**config.mk**
```make
export PLATFORM = sky130hd
export DESIGN_NAME = dtcc_queue
export DESIGN_NICKNAME = d
export VERILOG_FILES = /design/src/hw/rtl/dtcc_pkg.sv /design/src/hw/rtl/dtcc_queue.sv
export SDC_FILE = /design/constraint.sdc
export NUM_CORES = 1
export LEC_CHECK = 0
export BUFFER_PORTS_ARGS = -buffer_cell sky130_fd_sc_hd__buf_4
export CAP_MARGIN = 20
export CORE_ASPECT_RATIO = 0.5
export CORE_UTILIZATION = 57
export DETAILED_ROUTE_END_ITERATION = 8
export GPL_TIMING_DRIVEN = 0
export PLACE_DENSITY = 0.9
export SLEW_MARGIN = 20
export SYNTH_ARGS = -nofsm -noshare
export SYNTH_HDL_FRONTEND = slang
export SYNTH_SLANG_ARGS = --single-unit
```
**constraint.sdc**
```tcl
create_clock -name clk -period 3.8 [get_ports clk]
set_input_delay 0.19 -clock clk [delete_from_list [all_inputs] [get_ports clk]]
set_output_delay 0.19 -clock clk [all_outputs]
set_load 0.1 [all_outputs]
```
**src/hw/rtl/dtcc_pkg.sv**
```systemverilog
`timescale 1ns / 1ps

package dtcc_pkg;

    localparam int COORD_W     = 11;
    localparam int ZMAX_W      = 16;
    localparam int CFG_INDEX_W = 1;
    localparam int CFG_DATA_W  = 9;

    localparam logic [2:0] CMD_FILL  = 3'd0;
    localparam logic [2:0] CMD_BEGIN = 3'd1;
    localparam logic [2:0] CMD_POINT = 3'd2;
    localparam logic [2:0] CMD_RECT  = 3'd3;
    localparam logic [2:0] CMD_READ  = 3'd4;

    localparam logic [CFG_INDEX_W-1:0] REG_SCREEN_WIDTH  = 1'b0;
    localparam logic [CFG_INDEX_W-1:0] REG_SCREEN_HEIGHT = 1'b1;

    localparam logic [1:0] OP_FILL  = 2'd0;
    localparam logic [1:0] OP_CLEAR = 2'd1;
    localparam logic [1:0] OP_DRAW  = 2'd2;
    localparam logic [1:0] OP_READ  = 2'd3;

    typedef struct packed {
        logic [1:0]         op;
        logic [7:0]         glyph;
        logic [ZMAX_W-1:0]  depth;
        logic [COORD_W-1:0] x_lo;
        logic [COORD_W-1:0] x_hi;
        logic [COORD_W-1:0] y_lo;
        logic [COORD_W-1:0] y_hi;
        logic               hit;
    } dtcc_job_t;

endpackage

```
**src/hw/rtl/dtcc_queue.sv**
```systemverilog
`timescale 1ns / 1ps

module dtcc_queue
    import dtcc_pkg::*;
#(
    parameter int DEPTH = 4
)
(
    input  logic      clk,
    input  logic      rst_n,
    input  logic      wr_en,
    input  dtcc_job_t wr_data,
    output logic      full,
    input  logic      rd_en,
    output dtcc_job_t rd_data,
    output logic      avail
);

    localparam int PW = (DEPTH > 1) ? $clog2(DEPTH) : 1;

    dtcc_job_t     slot_reg [DEPTH];
    logic [PW-1:0] wp_reg;
    logic [PW-1:0] rp_reg;
    logic [PW:0]   count_reg;
    logic [PW-1:0] wp_next;
    logic [PW-1:0] rp_next;
    logic [PW:0]   count_next;

    assign full    = (count_reg == (PW + 1)'(DEPTH));
    assign avail   = (count_reg != '0);
    assign rd_data = slot_reg[rp_reg];

    always_comb
    begin
        wp_next    = wp_reg;
        rp_next    = rp_reg;
        count_next = count_reg;
        if (wr_en)
        begin
            wp_next    = (wp_reg == PW'(DEPTH - 1)) ? '0 : wp_reg + PW'(1);
            count_next = count_next + (PW + 1)'(1);
        end
        if (rd_en)
        begin
            rp_next    = (rp_reg == PW'(DEPTH - 1)) ? '0 : rp_reg + PW'(1);
            count_next = count_next - (PW + 1)'(1);
        end
    end

    always_ff @(posedge clk or negedge rst_n)
    begin
        if (!rst_n)
        begin
            wp_reg    <= '0;
            rp_reg    <= '0;
            count_reg <= '0;
        end
        else
        begin
            wp_reg    <= wp_next;
            rp_reg    <= rp_next;
            count_reg <= count_next;
        end
    end

    always_ff @(posedge clk)
    begin
        if (wr_en)
            slot_reg[wp_reg] <= wr_data;
    end

endmodule

```
-- Yosys cells after proc, flatten, opt, wreduce, memory -nomap -nowiden
Memories as Yosys holds them, arrays and structs flattened.
Index checks and enable logic that the tools add are counted.
- word-level logic and storage cells: 18
- memory bits (writable): 284
- memories kept: 1
- input port bits: 75
- output and inout bits: 73
- bits in registers: 7
- equality and inequality tests: 3
- $add $sub $neg: 4
- reductions and logical operators: 1
- mux-type cells: 6
- memory list (memory ; depth ; bits a word ; rd ports ; clocked after memory_dff ; wr ports ; RTL line ; source):
    slot_reg ; 4 ; 71 ; 1 ; 0 ; 1 ; dtcc_queue.sv:21 ; dtcc_job_t slot_reg [DEPTH];
- operators with widths (cell ; number):
    3-bit 2-to-1 mux ; 2
    2-bit by 1-bit adder with 2-bit output (second input constant) ; 2
    2-bit == test (second input constant) ; 2
    2-bit 2-to-1 mux ; 2
    3-bit by 1-bit adder with 3-bit output (second input constant) ; 1
    3-bit == test (second input constant) ; 1
    3-bit nonzero test ; 1
    3-bit by 1-bit subtractor with 3-bit output (second input constant) ; 1
    1-bit 2-to-1 mux ; 2

-- Longest topological paths before layout
- depth in word-level cells: 4
- gate-level depth with buffers: 6
- gate-level depth less buffers: 6

-- Least setup slack after synthesis
Ideal clock, no wire load.
- path kind: register to register
- start point: register wp_reg[0]
- end point: memory slot_reg[0][0] (netlist name) (enable)
- path slack: 1.083 ns
- required time: 3.363 ns
- buffers on the path: 0
- cell stages (with the launch flop): 4
- data arrival time: 2.281 ns
- library setup time: 0.437 ns
- cell sequence: dfrtp_1 -> inv_1 -> ha_1 -> and2_1
- RTL lines (item ; RTL line ; source):
    start, declared ; dtcc_queue.sv:22 ; logic [PW-1:0] wp_reg;
    start signal, assigned ; dtcc_queue.sv:60 ; wp_reg <= wp_next;
    end, declared ; dtcc_queue.sv:21 ;
Straight into the memory's write port.

==> results_dict.tcl <==
set metrics [dict create \
    status "finished clean" \
    synth_edf_count 284 \
    ctsRootBufferMaster "clkbuf_16" \
    cts_sinks 291 \
    critPathCaptureType "output pin" \
    seqCellArea_um2 8700 \
    synth_top_cell_area_share 0.791 \
    path_class "reg2out" \
    cts-root-to-sink-buffers 3 \
    worstPathRequired_ns 3.61 \
    slew_violations 0 \
    wl_met2_um 11700 \
    final_nets 744 \
    utilization 0.749 \
    clkLatencyLatePin_ns 0.52 \
    core-area_um2 18400 \
    overflow 0 \
    yosys-mux-area-fraction 0.153 \
    ys_top_cells_by_area "edfxtp_1 (79%), mux4_2 (14%), dfrtp_1 (1.6%), buf_12 (1.3%), ha_1 (0.93%)" \
    first_pass_iters 5 \
    worst-path-buf-inv 3 \
    path_max_fanout 10 \
    post_cts_buffers 0 \
    start_kind "flop" \
    post-place-cells 821 \
    syn_avg_cell_area_um2 26.2 \
    num_rows 35 \
    synth_seq_area_share 0.807 \
    clock_skew_ns 0.0125 \
    synth_compound_area_frac 0.000929 \
    fmax_ghz 0.383 \
    syn_nets 495 \
    place_congestion 0.690 \
    route.antenna.remaining_nets 0 \
    synth_top_family_by_area "multiplexers" \
    die_w_um 196 \
    fin_cells 938 \
    synth_area_leader_cell "edfxtp_1" \
    yosys_most_used_dff "edfxtp_1" \
    htree_levels 1 \
    critPathSlowestCell "clkbuf_1" \
    cts-buffers-inserted 25 \
    rrSetupSlack_ns 1.93 \
    port_buffers 146 \
    fin_crit_ns 2.61 \
    synthArstFlopShare 0.0241 \
    die_h_um 99.2 \
    grt_pass1_wl_um 32800 \
    pin_count 148 \
    tightestPinTransition_ns 0.623 \
    num_vias 5187 \
    route.detailed.drc 0 \
    yosysWarnings 0 \
    cts_tree "yes" \
    grt_max_degree 49 \
    setup_tns_ns 0 \
    period_share 0.687 \
    top_layer "met4" \
    antenna_found_initial 1 \
    r2r_start "wp_reg[0]$_DFFE_PN0P_" \
    hold_ws_ns 0.0234 \
    synth-simple-area-share 0.00592 \
    wl_met3_um 1120 \
    yosys.cell_types.count 19 \
    r2r_cells 4 \
    cpPeakStageDelay_ns 0.49 \
    max_cap_viol_count 0 \
    synthAdderAreaFrac 0.00929 \
    final_hold_viol_count 0 \
    die_area_um2 19500 \
    finalSetupViolations 0 \
    syn_to_final_growth_pct 28.2 \
    largest_reg_flops 284 \
    drt-initial-drc-count 345 \
    synthCells 412 \
    path_clk_slew_ns 0.07 \
    wl_um 21700 \
    min_path_type "in2async" \
    nFillCells 992 \
    critPathTopFamily "buffers and inverters" \
    layout-drive-gt1-share 0.401 \
    synth-xor-area-share 0.00383 \
    max_slew_margin 0.585 \
    crit_arrival_ns 2.42 \
    dp_hpwl_um 11800 \
    rsz0062_at_grt "false" \
    gr-usage-all-layers 0.231 \
    netlist_area_um2 10800 \
    grt_pass1_vias 5513 \
    crit_path_cell_trace "clkbuf_1 > buf_2 > mux4_2 > buf_4" \
    routed_via_density 5.53 \
    ys_ff_latch 291 \
    multi_input_area_um2 1870 \
    wl_per_cell_um 23.2 \
    wl_met1_um 8330 \
    timing.rr.end "slot_reg[0][33]$_DFFE_PP_" \
    start_util 0.585 \
]
worst register-to-register path: stages (launching register included):
cell     delay [ns]
dfrtp_1        0.42
inv_1          0.12
ha_1           0.15
and2_4         0.51
buf_12         0.31
routing by layer:
layer | track usage | vias to the layer above
li1 | - | 2264
met1 | 0.301 | 2705
met2 | 0.399 | 174
met3 | 0.0390 | 44
met4 | 0.0871 | 0
met5 | 0 | -
worst max path at each step:
stage                          startpoint                   endpoint  slack (ns)  depth (start not counted)
CTS                 rp_reg[1]$_DFFE_PN0P_                rd_data[16]        1.18                          4
finish              rp_reg[1]$_DFFE_PN0P_                rd_data[19]        1.19                          4
floorplan           wp_reg[0]$_DFFE_PN0P_   slot_reg[0][0]$_DFFE_PP_        1.08                          3
global placement    wp_reg[0]$_DFFE_PN0P_  slot_reg[2][35]$_DFFE_PP_       -0.10                          3
global route        rp_reg[1]$_DFFE_PN0P_                rd_data[19]        1.07                          4
detailed placement  rp_reg[1]$_DFFE_PN0P_                rd_data[31]        1.73                          4
synth_stat cells (3+ instances only):
master,number
ha_1,8
buf_12,7
buf_2,8
mux4_2,69
mux2i_1,3
inv_1,4
nand2_1,3
dfrtp_1,7
edfxtp_1,284
and2_1,5
kinds of logic (layout without fill, tap and decap cells):
kind of cell / after synthesis / in the layout
compound gates: 2 / 2
xor+xnor: 3 / 3
fa+ha+maj: 8 / 8
buf+inv: 22 / 288
flops: 291 / 291
mux: 75 / 75
other cells: 0 / 1
simple gates: 11 / 11
repair_timing:
| action | in CTS | in global routing |
|---|---|---|
| hold buffers | 72 | 0 |
| gates resized for setup | 0 | 0 |
| endpoints found under the hold margin | 291 | 0 |
per-stage QoR:
stage | cell area, um2 | setup slack [ns]
floorplan | 10800 | 1.08
finish | 13800 | 1.19
global placement | 12200 | -0.103
detailed placement | 12300 | 1.73
global route | 13800 | 1.07
CTS | 13800 | 1.18
final cells by class:
type,count,area share
sequential,291,0.630
timing repair buffer,222,0.138
multi-input combinational,99,0.136
clock buffer,30,0.0466
tap,259,0.0235
buffer,18,0.0144
clock inverter,14,0.0104
inverter,4,0.00109
antenna,1,0.000181
placed cells by master (no fill, tap or decap), types with 2 or more instances in the layout:
cell type / count
o21ai_0: 2
mux4_2: 69
dfrtp_1: 7
buf_2: 8
bufinv_16: 3
and2_4: 4
nand2_1: 3
mux4_1: 2
buf_16: 2
buf_4: 146
nand2b_1: 2
dlygate4sd3_1: 72
buf_12: 9
clkbuf_1: 7
clkinvlp_4: 2
mux2i_1: 3
xnor2_1: 2
edfxtp_1: 284
clkinv_1: 8
ha_1: 8
inv_1: 4
clkbuf_16: 25
Power is left out: the tool's default activity adds up to more than one toggle a clock period on the data nets, which glitch-free logic cannot reach.
