`src/hw/rtl/dtcc_pkg.sv`:
```
`timescale 1ns / 1ps

package dtcc_pkg;

    localparam int COORD_W     = 11;
    localparam int ZMAX_W      = 16;
    localparam int CFG_INDEX_W = 1;
    localparam int CFG_DATA_W  = 9;

    localparam logic [2:0] CMD_FILL  = 3'd0;
    localparam logic [2:0] CMD_BEGIN = 3'd1;
    localparam logic [2:0] CMD_POINT = 3'd2;
    localparam logic [2:0] CMD_RECT  = 3'd3;
    localparam logic [2:0] CMD_READ  = 3'd4;

    localparam logic [CFG_INDEX_W-1:0] REG_SCREEN_WIDTH  = 1'b0;
    localparam logic [CFG_INDEX_W-1:0] REG_SCREEN_HEIGHT = 1'b1;

    localparam logic [1:0] OP_FILL  = 2'd0;
    localparam logic [1:0] OP_CLEAR = 2'd1;
    localparam logic [1:0] OP_DRAW  = 2'd2;
    localparam logic [1:0] OP_READ  = 2'd3;

    typedef struct packed {
        logic [1:0]         op;
        logic [7:0]         glyph;
        logic [ZMAX_W-1:0]  depth;
        logic [COORD_W-1:0] x_lo;
        logic [COORD_W-1:0] x_hi;
        logic [COORD_W-1:0] y_lo;
        logic [COORD_W-1:0] y_hi;
        logic               hit;
    } dtcc_job_t;

endpackage

```
`src/hw/rtl/dtcc_front.sv`:
```
`timescale 1ns / 1ps

module dtcc_front
    import dtcc_pkg::*;
#(
    parameter int MAX_COLUMNS = 256,
    parameter int MAX_ROWS    = 128,
    parameter int DEPTH_BITS  = 8
)
(
    input  logic                   clk,
    input  logic                   rst_n,
    input  logic                   cfg_we,
    input  logic [CFG_INDEX_W-1:0] cfg_index,
    input  logic [CFG_DATA_W-1:0]  cfg_data,
    input  logic                   take,
    input  logic [2:0]             cmd,
    input  logic signed [11:0]     pos_x,
    input  logic signed [11:0]     pos_y,
    input  logic signed [8:0]      depth,
    input  logic [7:0]             rect_w,
    input  logic [7:0]             rect_h,
    input  logic [7:0]             glyph,
    output logic                   job_wr,
    output dtcc_job_t              job
);

    localparam int SPAN_W = 14;

    localparam logic [16:0] DMAX = 17'((1 << DEPTH_BITS) - 1);

    logic [8:0] width_reg;
    logic [7:0] height_reg;

    logic [COORD_W-1:0]       cols;
    logic [COORD_W-1:0]       rows;
    logic signed [SPAN_W-1:0] cols_s;
    logic signed [SPAN_W-1:0] rows_s;
    logic signed [SPAN_W-1:0] sx;
    logic signed [SPAN_W-1:0] sy;
    logic signed [SPAN_W-1:0] ew;
    logic signed [SPAN_W-1:0] eh;
    logic signed [SPAN_W-1:0] ex;
    logic signed [SPAN_W-1:0] ey;
    logic signed [SPAN_W-1:0] x_lo;
    logic signed [SPAN_W-1:0] x_hi;
    logic signed [SPAN_W-1:0] y_lo;
    logic signed [SPAN_W-1:0] y_hi;
    logic                     area;
    logic                     hit;
    logic [16:0]              zu;
    logic [16:0]              zs;
    logic                     keep;

    always_ff @(posedge clk or negedge rst_n)
    begin
        if (!rst_n)
        begin
            width_reg  <= 9'd80;
            height_reg <= 8'd24;
        end
        else if (cfg_we)
        begin
            unique case (cfg_index)
                REG_SCREEN_WIDTH:  width_reg  <= cfg_data;
                REG_SCREEN_HEIGHT: height_reg <= cfg_data[7:0];
            endcase
        end
    end

    always_comb
    begin
        if (width_reg == 9'd0)
            cols = COORD_W'(1);
        else if (COORD_W'(width_reg) > COORD_W'(MAX_COLUMNS))
            cols = COORD_W'(MAX_COLUMNS);
        else
            cols = COORD_W'(width_reg);

        if (height_reg == 8'd0)
            rows = COORD_W'(1);
        else if (COORD_W'(height_reg) > COORD_W'(MAX_ROWS))
            rows = COORD_W'(MAX_ROWS);
        else
            rows = COORD_W'(height_reg);

        cols_s = {{(SPAN_W-COORD_W){1'b0}}, cols};
        rows_s = {{(SPAN_W-COORD_W){1'b0}}, rows};
        sx     = {{(SPAN_W-12){pos_x[11]}}, pos_x};
        sy     = {{(SPAN_W-12){pos_y[11]}}, pos_y};

        if (cmd == CMD_RECT)
        begin
            ew = {{(SPAN_W-8){1'b0}}, rect_w};
            eh = {{(SPAN_W-8){1'b0}}, rect_h};
        end
        else
        begin
            ew = SPAN_W'(1);
            eh = SPAN_W'(1);
        end

        ex   = sx + ew;
        ey   = sy + eh;
        x_lo = sx[SPAN_W-1] ? '0 : sx;
        y_lo = sy[SPAN_W-1] ? '0 : sy;
        x_hi = (ex > cols_s) ? cols_s : ex;
        y_hi = (ey > rows_s) ? rows_s : ey;
        area = (x_lo < x_hi) && (y_lo < y_hi);
        hit  = !sx[SPAN_W-1] && (sx < cols_s) && !sy[SPAN_W-1] && (sy < rows_s);

        zu = {9'd0, depth[7:0]};
        zs = (zu > DMAX) ? DMAX : zu;

        job.glyph = glyph;
        job.depth = zs[ZMAX_W-1:0];
        job.x_lo  = x_lo[COORD_W-1:0];
        job.x_hi  = x_hi[COORD_W-1:0];
        job.y_lo  = y_lo[COORD_W-1:0];
        job.y_hi  = y_hi[COORD_W-1:0];
        job.hit   = hit;

        unique case (cmd)
            CMD_FILL:
            begin
                job.op = OP_FILL;
                keep   = 1'b1;
            end
            CMD_BEGIN:
            begin
                job.op = OP_CLEAR;
                keep   = 1'b1;
            end
            CMD_POINT, CMD_RECT:
            begin
                job.op = OP_DRAW;
                keep   = !depth[8] && area;
            end
            CMD_READ:
            begin
                job.op = OP_READ;
                keep   = 1'b1;
            end
            default:
            begin
                job.op = OP_FILL;
                keep   = 1'b0;
            end
        endcase
    end

    assign job_wr = take && keep;

endmodule

```
`config.mk`:
```
export PLATFORM = sky130hd
export DESIGN_NAME = dtcc_front
export DESIGN_NICKNAME = d
export VERILOG_FILES = /design/src/hw/rtl/dtcc_pkg.sv /design/src/hw/rtl/dtcc_front.sv
export SDC_FILE = /design/constraint.sdc
export NUM_CORES = 1
export LEC_CHECK = 0
export BUFFER_PORTS_ARGS = -buffer_cell sky130_fd_sc_hd__clkbuf_2
export CORE_MARGIN = 10
export CORE_UTILIZATION = 25
export CTS_BUF_LIST = sky130_fd_sc_hd__clkbuf_8
export CTS_CLUSTER_DIAMETER = 80
export DETAILED_ROUTE_END_ITERATION = 7
export PLACE_DENSITY = 0.45
export SYNTH_ARGS = -nofsm -noshare
export SYNTH_HDL_FRONTEND = slang
export SYNTH_SLANG_ARGS = --single-unit
```
`constraint.sdc`:
```
create_clock -name clk -period 7.15 [get_ports clk]
set_clock_uncertainty 0.2 [all_clocks]
set_input_delay 0.715 -clock clk [delete_from_list [all_inputs] [get_ports clk]]
set_output_delay 0.715 -clock clk [all_outputs]
set_load 0.1 [all_outputs]
```
* Word level (Yosys, flattened, before mapping) *
Index checks and enable logic that the tools add are counted.

storage, ports and cells
  flip-flop bits (word level) = 17
  bits of input ports = 74
  output and inout bits = 72
  word-level logic and storage cells = 45

operators by class
  add/subtract/negate cells = 2
  order comparisons = 8
  eq/ne operators = 4
  multiplexer cells = 12
  bitwise gates (word level) = 1
  reductions and logical operators = 16

operators with widths
  cell                                                                   count
  8-bit two-way mux                                                      4
  14-bit by 12-bit greater-than comparator with 1-bit output             2
  12-bit by 14-bit < comparator with 1-bit output                        2
  14-bit two-way mux                                                     2
  12-bit by 9-bit adder with 13-bit output                               2
  11-bit two-way mux                                                     2
  9-bit two-way mux                                                      2
  12-bit by 10-bit < comparator with 1-bit output                        1
  12-bit by 9-bit < comparator with 1-bit output                         1
  9-bit greater-than comparator, second input constant                   1
  9-bit logical NOT                                                      1
  8-bit greater-than comparator, second input constant                   1
  8-bit logical NOT                                                      1
  3-bit by 2-bit equality test with 1-bit output, second input constant  2
  1-bit logical AND                                                      6
  2-bit case mux with 3 select lines                                     1
  2-bit AND reduction                                                    2
  3-bit by 1-bit equality test with 1-bit output, second input constant  1
  3-bit equality test, second input constant                             1
  1-bit logical NOT                                                      3
  3-bit logical NOT                                                      1
  3-bit OR reduction                                                     1
  1-bit case mux with 2 select lines                                     1
  2-bit OR reduction                                                     1
  1-bit NOT                                                              1

* Logic depth before layout (Yosys ltp) *
Gate-level depths: netlist (run 1).

  depth in word-level cells = 10
  depth in mapped cells = 31
  gate-level depth less buffers = 30

* Worst setup path after synthesis (run 1) *
OpenSTA, ideal clock, no wires.

  path kind = input to output
  from = input port cmd[2]
  to = output port job_wr
  data arrival time = 8525 ps
  data required time = 6235 ps
  path slack = -2290 ps
  stages = 27
  buffers on the path = 1
  cells stage by stage = and3b_1 -> clkbuf_1 -> nand2_1 -> fa_1 -> inv_1 -> ha_1 -> nor2b_1 -> o21a_1 -> o21a_1 -> o21ai_0 -> nand2b_1 -> a21oi_1 -> nor2b_1 -> o21ai_0 -> nand2_1 -> ha_1 -> o31ai_4 -> o21ai_0 -> inv_1 -> ha_1 -> a21oi_1 -> nor2_1 -> o31ai_1 -> o21ai_0 -> nor4_1 -> o21ai_1 -> a21oi_1

RTL lines
  what                RTL line          RTL
  start: declaration  dtcc_front.sv:17  input logic [2:0] cmd,
  end: declaration    dtcc_front.sv:24  output logic job_wr,

* Worst setup path in the final report (run 1) *
  from = input port cmd[1]
  to = output port job_wr

between the ends
  word-level cells in the longest chain between the ends = 10
  elaborated cells between the ends (all ways) = 21
  those cells by class = add/sub: 2; order compare: 4; eq/ne: 4; mux: 5; reduce/logical: 6

ends and longest elaborated chain
  what                                                                           RTL line                              RTL
  3-bit by 2-bit equality test with 1-bit output                                 dtcc_front.sv:92, dtcc_front.sv:123
  8-bit two-way mux                                                              dtcc_front.sv:92                      if (cmd == CMD_RECT)
  12-bit by 9-bit adder with 13-bit output (on tied branches)                    dtcc_front.sv:103, dtcc_front.sv:104
  14-bit by 12-bit greater-than comparator with 1-bit output (on tied branches)  dtcc_front.sv:107, dtcc_front.sv:108
  14-bit two-way mux (on tied branches)                                          dtcc_front.sv:107, dtcc_front.sv:108
  12-bit by 14-bit < comparator with 1-bit output                                dtcc_front.sv:109                     area = (x_lo < x_hi) && (y_lo < y_hi);
  1-bit logical AND                                                              dtcc_front.sv:109
  1-bit logical AND                                                              dtcc_front.sv:137                     keep = !depth[8] && area;
  1-bit case mux with 2 select lines *                                           dtcc_front.sv:123                     unique case (cmd)
  1-bit logical AND *                                                            dtcc_front.sv:152                     assign job_wr = take && keep;

Mark *: on every way between the ends. The rest lies on a longest branch, timed or not.

==> flow_summary_export.csv, run 1 <==
group,metric,value,unit
die,rows,44,
final_layout,syn_to_final_growth,37.43,%
detailed_routing,drt_first_pass_iters,4,
worst_setup_path,cp_max_fo,8,
placed_design,hpwl,10990,µm
pwr,power.leakage,0.002577,µW
clock_network,cts_buffer_depth,2,
clock_network,cts_inserted_buffers,3,
pwr,ir_worst_vdd,0.0001127,V
die,fp.coreArea,14590,µm²
synthesis,synth.avg_cell_area,7.910,µm²
synthesis,synth_seq_cells,17,
final_layout,final_cell_mix,"104 x clkbuf_2, 60 x ha_1, 49 x buf_4, 38 x inv_1, 37 x nor2b_1",
final_layout,layout_commonest_cell,"clkbuf_2",
worst_setup_path,crit_required,6.23,ns
detailed_routing,finalWirelength,12540,µm
final_layout,drive_above_1_share,0.4049,
pwr,powerDensity,167.5,nW/µm²
clock_network,root_buffer,"clkbuf_8",
die,die_area,20220,µm²
worst_setup_path,worst_setup_path_start_kind,"input port",
die,die_h,142.2,µm
clock_network,cts_tree,"done",
synthesis,synth_area_leaders,"ha_1 23%, dfrtp_1 8.7%, nor2b_1 6.2%",
synthesis,ys_types,55,
timing,relSlewSlack,0.4703,
synthesis,syn_inst,472,
synthesis,syn_area,3734,µm²
grt,grt_max_degree,18,
pwr,p_sw,484.0,µW
worst_setup_path,endpoint_kind,"primary output",
final_layout,stdcell_area,5131,µm²
placed_design,dpl_cell_area,4644,µm²
placed_design,port_buffers,105,
detailed_routing,vias,3693,
detailed_routing,met2_wirelength,6049,µm
timing,rsz0062_at_grt,"true",
final_layout,largest_register_ffs,9,
worst_setup_path,critPathLaunch,"cmd[1]",
clock_network,ctsHtreeMaxLevel,1,
worst_hold_path,hold_class,"input port to asynchronous set/reset pin",
synthesis,synth_edf_count,0,
grt,grt_first_pass_wirelength,20080,µm
worst_setup_path,worstSetupPathType,"input port to primary output",
timing,max_freq,0.1455,GHz
detailed_routing,dr_wl_met3,662,µm
detailed_routing,highest_layer,"met4",
grt,antenna_found_initial,0,
synthesis,ys.flop_type,"dfrtp_1",
final_layout,n_antenna_cell,0,
synthesis,async_flop_share,1.000,
synthesis,yosysTopAreaCell,"ha_1",
synthesis,yosysWarningCount,0,
worst_setup_path,arrival,5.96,ns
clock_network,clkLatencyLatePin,0.25,ns
detailed_routing,drtAntennaViolNets,0,
worst_setup_path,max_stage_delay,0.56,ns
final_layout,fin_util,0.3517,
detailed_routing,viasPerCell,4.651,
detailed_routing,wl_per_cell,15.79,µm
pwr,p_seq_frac,0.148,
timing,slew_viol_final,0,
detailed_routing,drc_errors,0,
detailed_routing,wl_met1,5694,µm
timing,hold_viol,0,
job,maxCapViolCount,0,
pwr,p_clk_frac,0.082,
synthesis,synth_top_area_frac,0.2346,
die,die_w,142.2,µm
worst_setup_path,cpMaxStageDelayCell,"fa_2",
clock_network,cts_sinks,17,
timing,timing.final.crit_share,0.9610,
clock_network,clk_pin_slew,0.06,ns
die,ios,146,
final_layout,fin_nets,757,
pwr,power.total,859.2,µW
grt,grt-ovfl-total,0,
placed_design,routabilityCongestion,0.8724,
die,start_util,0.2559,
pwr,power_frac_comb,0.771,
detailed_routing,drtIter0Drc,115,
synthesis,ys_seq_area_frac,0.1153,
pwr,p_int,375.2,µW
run_status,status,"finished, final reports clean",
timing,fin_crit,6.871,ns
timing,tightest_slew,0.7929,ns
pwr,p_sw_frac,0.5633,
worst_setup_path,timing.rr.start,"width_reg[8]",
grt,grtUsageTotal,0.1179,
grt,grt_pass1_vias,3879,
timing,setup_viol,0,
## metrics by stage
stage / TNS (ns) / hold slack (ns) / worst slack, ns / cells
after floorplan: 0 / 0.2194 / 0.2290 / 479
after global placement: -0.1135 / 0.3101 / -0.1135 / 774
after detailed placement: -0.2595 / 0.3153 / -0.2595 / 774
after CTS: 0 / 0.1955 / 0.009999 / 783
after global routing: -0.03600 / 0.2087 / -0.03600 / 794
final: 0 / 0.1884 / 0.2788 / 794
## what timing repair did
item                                    CTS  global route
buffers inserted                          5            11
gates cloned                              0             1
hold buffers                              0             0
gates resized for setup                  14            49
endpoints found under the setup margin    1             1
pin swaps                                 6            26
## layer usage
layer,vias up,track usage
li1,1907,-
met1,1714,0.1525
met2,65,0.2077
met3,7,0.01702
met4,0,0.01237
met5,-,0
## cells in the mapped netlist (9+ instances only)
master     n
nand3_1    9
nor2b_1   37
a21oi_1   30
o21a_1    12
ha_1      70
and2_1    13
xnor2_1   12
nand2_1   36
mux2_2    18
nand2b_1  12
dfrtp_1   13
nand4_1   10
o21ai_0   16
inv_1     38
a21o_1    11
buf_4     27
nor2_1    24
## layout make-up
type / count / area, µm²
Fill cell: 1538 / 9458
Multi-Input combinational cell: 390 / 3281
Timing Repair Buffer: 160 / 998.5
Sequential cell: 17 / 430.4
Tap cell: 184 / 230.2
Inverter: 39 / 146.4
Clock buffer: 3 / 41.29
Clock inverter: 1 / 3.754
## power groups by stage
stage,sequential (µW),clock (µW),combinational (µW)
6_report,127,70.1,662
4_1_cts,127,72.5,625
2_1_floorplan,122,0,499
5_1_grt,130,76.4,721
3_5_place_dp,129,0,609
3_3_place_gp,128,0,607
## final timing paths
check                                     end  slack [ns]  cells past startpoint
worst min register to register  height_reg[0]        0.33                      1
worst max register to register   width_reg[8]        5.94                      2
worst min-delay path             width_reg[1]        0.19                      1
worst max-delay path                   job_wr        0.28                     29
max in group asynchronous       height_reg[4]        6.23                      1
min in group clk                height_reg[0]        0.33                      1
## cells by family (layout without fill, tap and decap cells)
logic type | count (synthesis) | in the layout | synth area share
AO/OA/AOI/OAI | 95 | 95 | 0.1692
AND/OR/NAND/NOR | 168 | 168 | 0.2416
buffers and inverters | 72 | 203 | 0.09953
multiplexers | 27 | 27 | 0.08110
flip-flops | 17 | 17 | 0.1153
other | 1 | 8 | 0.001004
XOR/XNOR | 20 | 20 | 0.04692
adder cells (fa/ha/maj) | 72 | 72 | 0.2453
## worst max-delay path: cells and delay by family
kind	cells	cell delay, ns
buffers and inverters	5	0.69
AOI/OAI and AO/OA	11	1.48
adders and majority gates	4	1.29
and+or+nand+nor	8	1.50
muxes	1	0.26
No activity file was read; power rests on OpenSTA's default activity.
==> inputs of run 2 (changes only) <==
Clock period 7.15 ns to 6.64 ns, I/O delays scaled along.
==> flow_summary_export.csv, run 2 (same netlist as run 1, synthesis figures left out) <==
group,metric,value,unit
final_layout,syn_to_final_growth,43.10,%
detailed_routing,highest_layer,"met4",
worst_setup_path,cpMaxStageDelayCell,"or4_4",
detailed_routing,drc_errors,0,
timing,hold_viol,0,
placed_design,port_buffers,105,
worst_hold_path,hold_class,"input port to asynchronous set/reset pin",
timing,fin_crit,6.759,ns
final_layout,seq_area,430.4,µm²
clock_network,clkLatencyLatePin,0.25,ns
run_status,violations,"negative setup slack",
grt,grt_max_degree,18,
clock_network,cts_tree,"done",
final_layout,fin_nets,786,
clock_network,cts_inserted_buffers,3,
placed_design,routabilityCongestion,0.8837,
detailed_routing,finalWirelength,13200,µm
worst_setup_path,timing.rr.start,"width_reg[8]",
die,die_w,142.2,µm
die,ios,146,
die,die_h,142.2,µm
timing,rsz0062_at_grt,"true",
final_layout,multi_input_area,3292,µm²
worst_setup_path,worstSetupPathType,"input port to primary output",
detailed_routing,dr_wl_met3,634,µm
die,fp.coreArea,14590,µm²
worst_setup_path,critPathLaunch,"cmd[0]",
worst_setup_path,cp_max_fo,5,
grt,grt-ovfl-total,0,
worst_setup_path,path_delay_family,"compound AO/OA/AOI/OAI gates",
grt,grt_pass1_vias,4073,
timing,setup_viol,1,
die,die_area,20220,µm²
clock_network,cts_sinks,17,
worst_setup_path,rrSetupSlack,5.41,ns
timing,tightest_slew,0.8101,ns
timing,slew_viol_final,0,
grt,grtUsageTotal,0.1224,
final_layout,drive_above_1_share,0.4397,
die,rows,44,
grt,grt_first_pass_wirelength,20760,µm
detailed_routing,drt_first_pass_iters,4,
clock_network,cts_buffer_depth,2,
clock_network,cts.hold.buffers_added,0,
timing,timing.final.crit_share,1.018,
pwr,ir_worst_vdd,0.0001401,V
timing,max_freq,0.1480,GHz
detailed_routing,viasPerCell,4.662,
final_layout,final_cell_mix,"104 x clkbuf_2, 79 x buf_4, 61 x ha_1, 37 x nor2b_1, 37 x inv_1",
detailed_routing,met2_wirelength,6592,µm
placed_design,dp_slack,-0.9255,ns
final_layout,layout_commonest_cell,"clkbuf_2",
worst_setup_path,max_stage_delay,0.54,ns
detailed_routing,vias,3837,
clock_network,ctsHtreeMaxLevel,1,
detailed_routing,wl_met1,5863,µm
pwr,powerDensity,179.8,nW/µm²
die,start_util,0.2559,
timing,relSlewSlack,0.4588,
timing,fin_hold_ws,0.1382,ns
worst_setup_path,endpoint_kind,"primary output",
timing,layout_setup_ws,-0.1188,ns
grt,antenna_found_initial,0,
run_status,status,"finished with violations",
final_layout,n_antenna_cell,0,
final_layout,fillers,1550,
final_layout,largest_register_ffs,9,
job,maxCapViolCount,0,
detailed_routing,wl_per_cell,16.03,µm
worst_setup_path,crit_required,5.78,ns
placed_design,hpwl,11570,µm
clock_network,clk_pin_slew,0.06,ns
worst_setup_path,arrival,5.89,ns
clock_network,root_buffer,"clkbuf_8",
worst_setup_path,worst_setup_path_start_kind,"input port",
detailed_routing,drtIter0Drc,130,
worst_setup_path,cp_num_buf_inv,4,
pwr,power.leakage,0.002720,µW
detailed_routing,drtAntennaViolNets,0,
## run 2: cell types whose count changed in the layout (fill, tap and decap cells not counted), sizes merged
cell / change
buf: +30
clkbuf: -1
## run 2: area by class of cell
cell class,count,share of cell area
Clock buffer,3,0.007728
Clock inverter,1,0.0007026
Inverter,39,0.02740
Multi-Input combinational cell,390,0.6162
Sequential cell,17,0.08056
Tap cell,184,0.04309
Timing Repair Buffer,189,0.2244
## run 2: path summary, 6_finish.rpt
kind,to,cells after the start
max,job_wr,25
min,height_reg[1],1
max reg2reg,width_reg[8],3
min reg2reg,width_reg[0],1
max in group asynchronous,width_reg[4],1
min in group clk,width_reg[0],1
## run 2: where the power goes
part | total, µW | leakage (µW) | internal [µW] | switching [µW]
Clock | 74.1 | 0.0000269 | 40.9 | 33.1
Sequential | 134 | 0.000195 | 122 | 12.7
Combinational | 752 | 0.00250 | 265 | 487
Total | 961 | 0.00272 | 427 | 533
## run 2: what timing repair did
item	CTS	global route
setup buffers	11	1
gates resized for setup	34	26
hold endpoints to repair	0	0
pin swaps	28	29
endpoints found under the setup margin	1	1
## run 2: metrics by stage
step                area, µm²    TNS, ns  total power (µW)  cells    util
floorplan                3845  -0.005442             672.6    479       -
global placement         4930    -0.9400             829.3    807  0.3379
detailed placement       4930    -0.9255             835.3    807  0.3379
CTS                      5200    -0.1647             946.3    822  0.3564
global route             5343    -0.4149              1030    823  0.3662
finish                   5343    -0.1188             960.6    823  0.3662
## run 2: metal layers
| metal | vias up | track usage |
|---|---|---|
| li1 | 1956 | - |
| met1 | 1791 | 0.1563 |
| met2 | 77 | 0.2171 |
| met3 | 13 | 0.01636 |
| met4 | 0 | 0.01721 |
| met5 | - | 0 |
==> inputs of run 3 (changes only) <==
==> constraint.sdc (replaced) <==
create_clock -name clk -period 6.64 [get_ports clk]
set_clock_uncertainty 0.2 [all_clocks]
set_input_delay 0.996 -clock clk [delete_from_list [all_inputs] [get_ports clk]]
set_output_delay 0.996 -clock clk [all_outputs]
set_load 0.1 [all_outputs]
==> flow_summary_export.csv, run 3 (same netlist as run 1, synthesis figures left out) <==
group,metric,value,unit
run_status,status,"finished with violations",
run_status,violations,"negative setup slack",
clock_network,clkLatencyLatePin,0.25,ns
pwr,powerDensity,177.2,nW/µm²
detailed_routing,vias,3987,
placed_design,port_buffers,105,
worst_setup_path,worst_setup_path_start_kind,"input port",
worst_setup_path,cp_num_buf_inv,4,
worst_setup_path,endpoint_kind,"primary output",
final_layout,largest_register_ffs,9,
final_layout,drive_above_1_share,0.4729,
final_layout,syn_to_final_growth,60.92,%
worst_setup_path,path_delay_family,"compound AO/OA/AOI/OAI gates",
clock_network,cts_sinks,17,
grt,grt-ovfl-total,0,
timing,max_freq,0.1352,GHz
clock_network,clk_pin_slew,0.06,ns
timing,tns,-0.7542,ns
placed_design,dp_slack,-1.443,ns
timing,slew_viol_final,0,
clock_network,cts_inserted_buffers,3,
detailed_routing,finalWirelength,13170,µm
worst_hold_path,hold_class,"flop to flop",
timing,setup_viol,1,
die,die_h,142.2,µm
detailed_routing,viasPerCell,4.599,
timing,layout_setup_ws,-0.7542,ns
grt,grt_max_degree,18,
worst_setup_path,cp_max_fo,5,
placed_design,routabilityCongestion,0.8300,
detailed_routing,drtAntennaViolNets,0,
final_layout,fin_util,0.4118,
timing,relSlewSlack,0.4955,
detailed_routing,drtIter0Drc,118,
timing,fin_crit,7.394,ns
worst_setup_path,crit_required,5.44,ns
timing,hold_viol,0,
final_layout,fin_nets,830,
die,start_util,0.2559,
grt,grt_pass1_vias,4210,
die,fp.coreArea,14590,µm²
grt,grt_first_pass_wirelength,21400,µm
pwr,ir_worst_vdd,0.0001447,V
die,die_area,20220,µm²
pwr,power.leakage,0.003034,µW
worst_setup_path,max_stage_delay,0.62,ns
detailed_routing,drt_first_pass_iters,4,
clock_network,root_buffer,"clkbuf_8",
timing,rsz0062_at_grt,"true",
detailed_routing,wl_per_cell,15.19,µm
worst_setup_path,cpMaxStageDelayCell,"fa_2",
final_layout,layout_commonest_cell,"buf_4",
placed_design,hpwl,11680,µm
die,rows,44,
worst_setup_path,arrival,6.20,ns
final_layout,n_antenna_cell,0,
timing,timing.final.crit_share,1.114,
detailed_routing,drc_errors,0,
worst_setup_path,crit_top_cell,"ha_4",
final_layout,final_cell_mix,"124 x buf_4, 82 x clkbuf_2, 60 x ha_1, 37 x nor2b_1, 36 x inv_1",
job,maxCapViolCount,0,
die,die_w,142.2,µm
clock_network,cts_tree,"done",
clock_network,ctsHtreeMaxLevel,1,
clock_network,cts_buffer_depth,2,
final_layout,fillers,1439,
grt,antenna_found_initial,0,
die,ios,146,
timing,tightest_slew,0.7552,ns
grt,grtUsageTotal,0.1260,
worst_setup_path,worstSetupPathType,"input port to primary output",
run 3: per-layer routing:
layer / track usage / wire [µm]
met5: 0 / 0
met4: 0.02098 / 131
met3: 0.01402 / 674
met2: 0.2237 / 6551
met1: 0.1610 / 5817
run 3: layout make-up:
class                   count  area (µm²)  area share
flip-flops and latches     17       430.4     0.07164
repair buffers            233        1829      0.3045
clock buffers               3       41.29    0.006872
inverters                  39       146.4     0.02436
clock inverters             1       5.005   0.0008330
well taps                 184       230.2     0.03832
multi-input cells         390        3326      0.5535
run 3: timing repair:
action / 4_1_cts / 5_1_grt
gates resized for setup: 28 / 34
hold buffers: 0 / 0
setup endpoints to repair: 1 / 2
setup buffers: 7 / 4
hold endpoints to repair: 0 / 0
pin swaps: 16 / 40
run 3: through the flow:
| stage | cell area [µm²] | hold WS, ns | total power [µW] | std cells |
|---|---|---|---|---|
| finish | 6008 | 0.3226 | 1064 | 867 |
| CTS | 5821 | 0.3286 | 1039 | 864 |
| global placement | 5580 | 0.3076 | 927.0 | 853 |
| detailed placement | 5580 | 0.3144 | 930.0 | 853 |
| floorplan | 3845 | 0.2803 | 672.6 | 479 |
| global route | 6008 | 0.3598 | 1138 | 867 |
run 3: path summary, 6_finish.rpt:
check                         startpoint             to  slack [ns]  cells after the start
min reg2reg                height_reg[0]  height_reg[0]        0.32                      1
min                        height_reg[0]  height_reg[0]        0.32                      1
max reg2reg                 width_reg[8]   width_reg[8]        5.49                      3
min in group asynchronous          rst_n   width_reg[7]        0.46                      1
max in group asynchronous          rst_n  height_reg[3]        5.45                      1
max                               cmd[0]         job_wr       -0.75                     27
run 3: where the power goes:
group | total, µW | internal, µW | switching [µW]
sequential | 134 | 122 | 12.0
clock | 76.8 | 41.6 | 35.1
combinational | 854 | 349 | 505
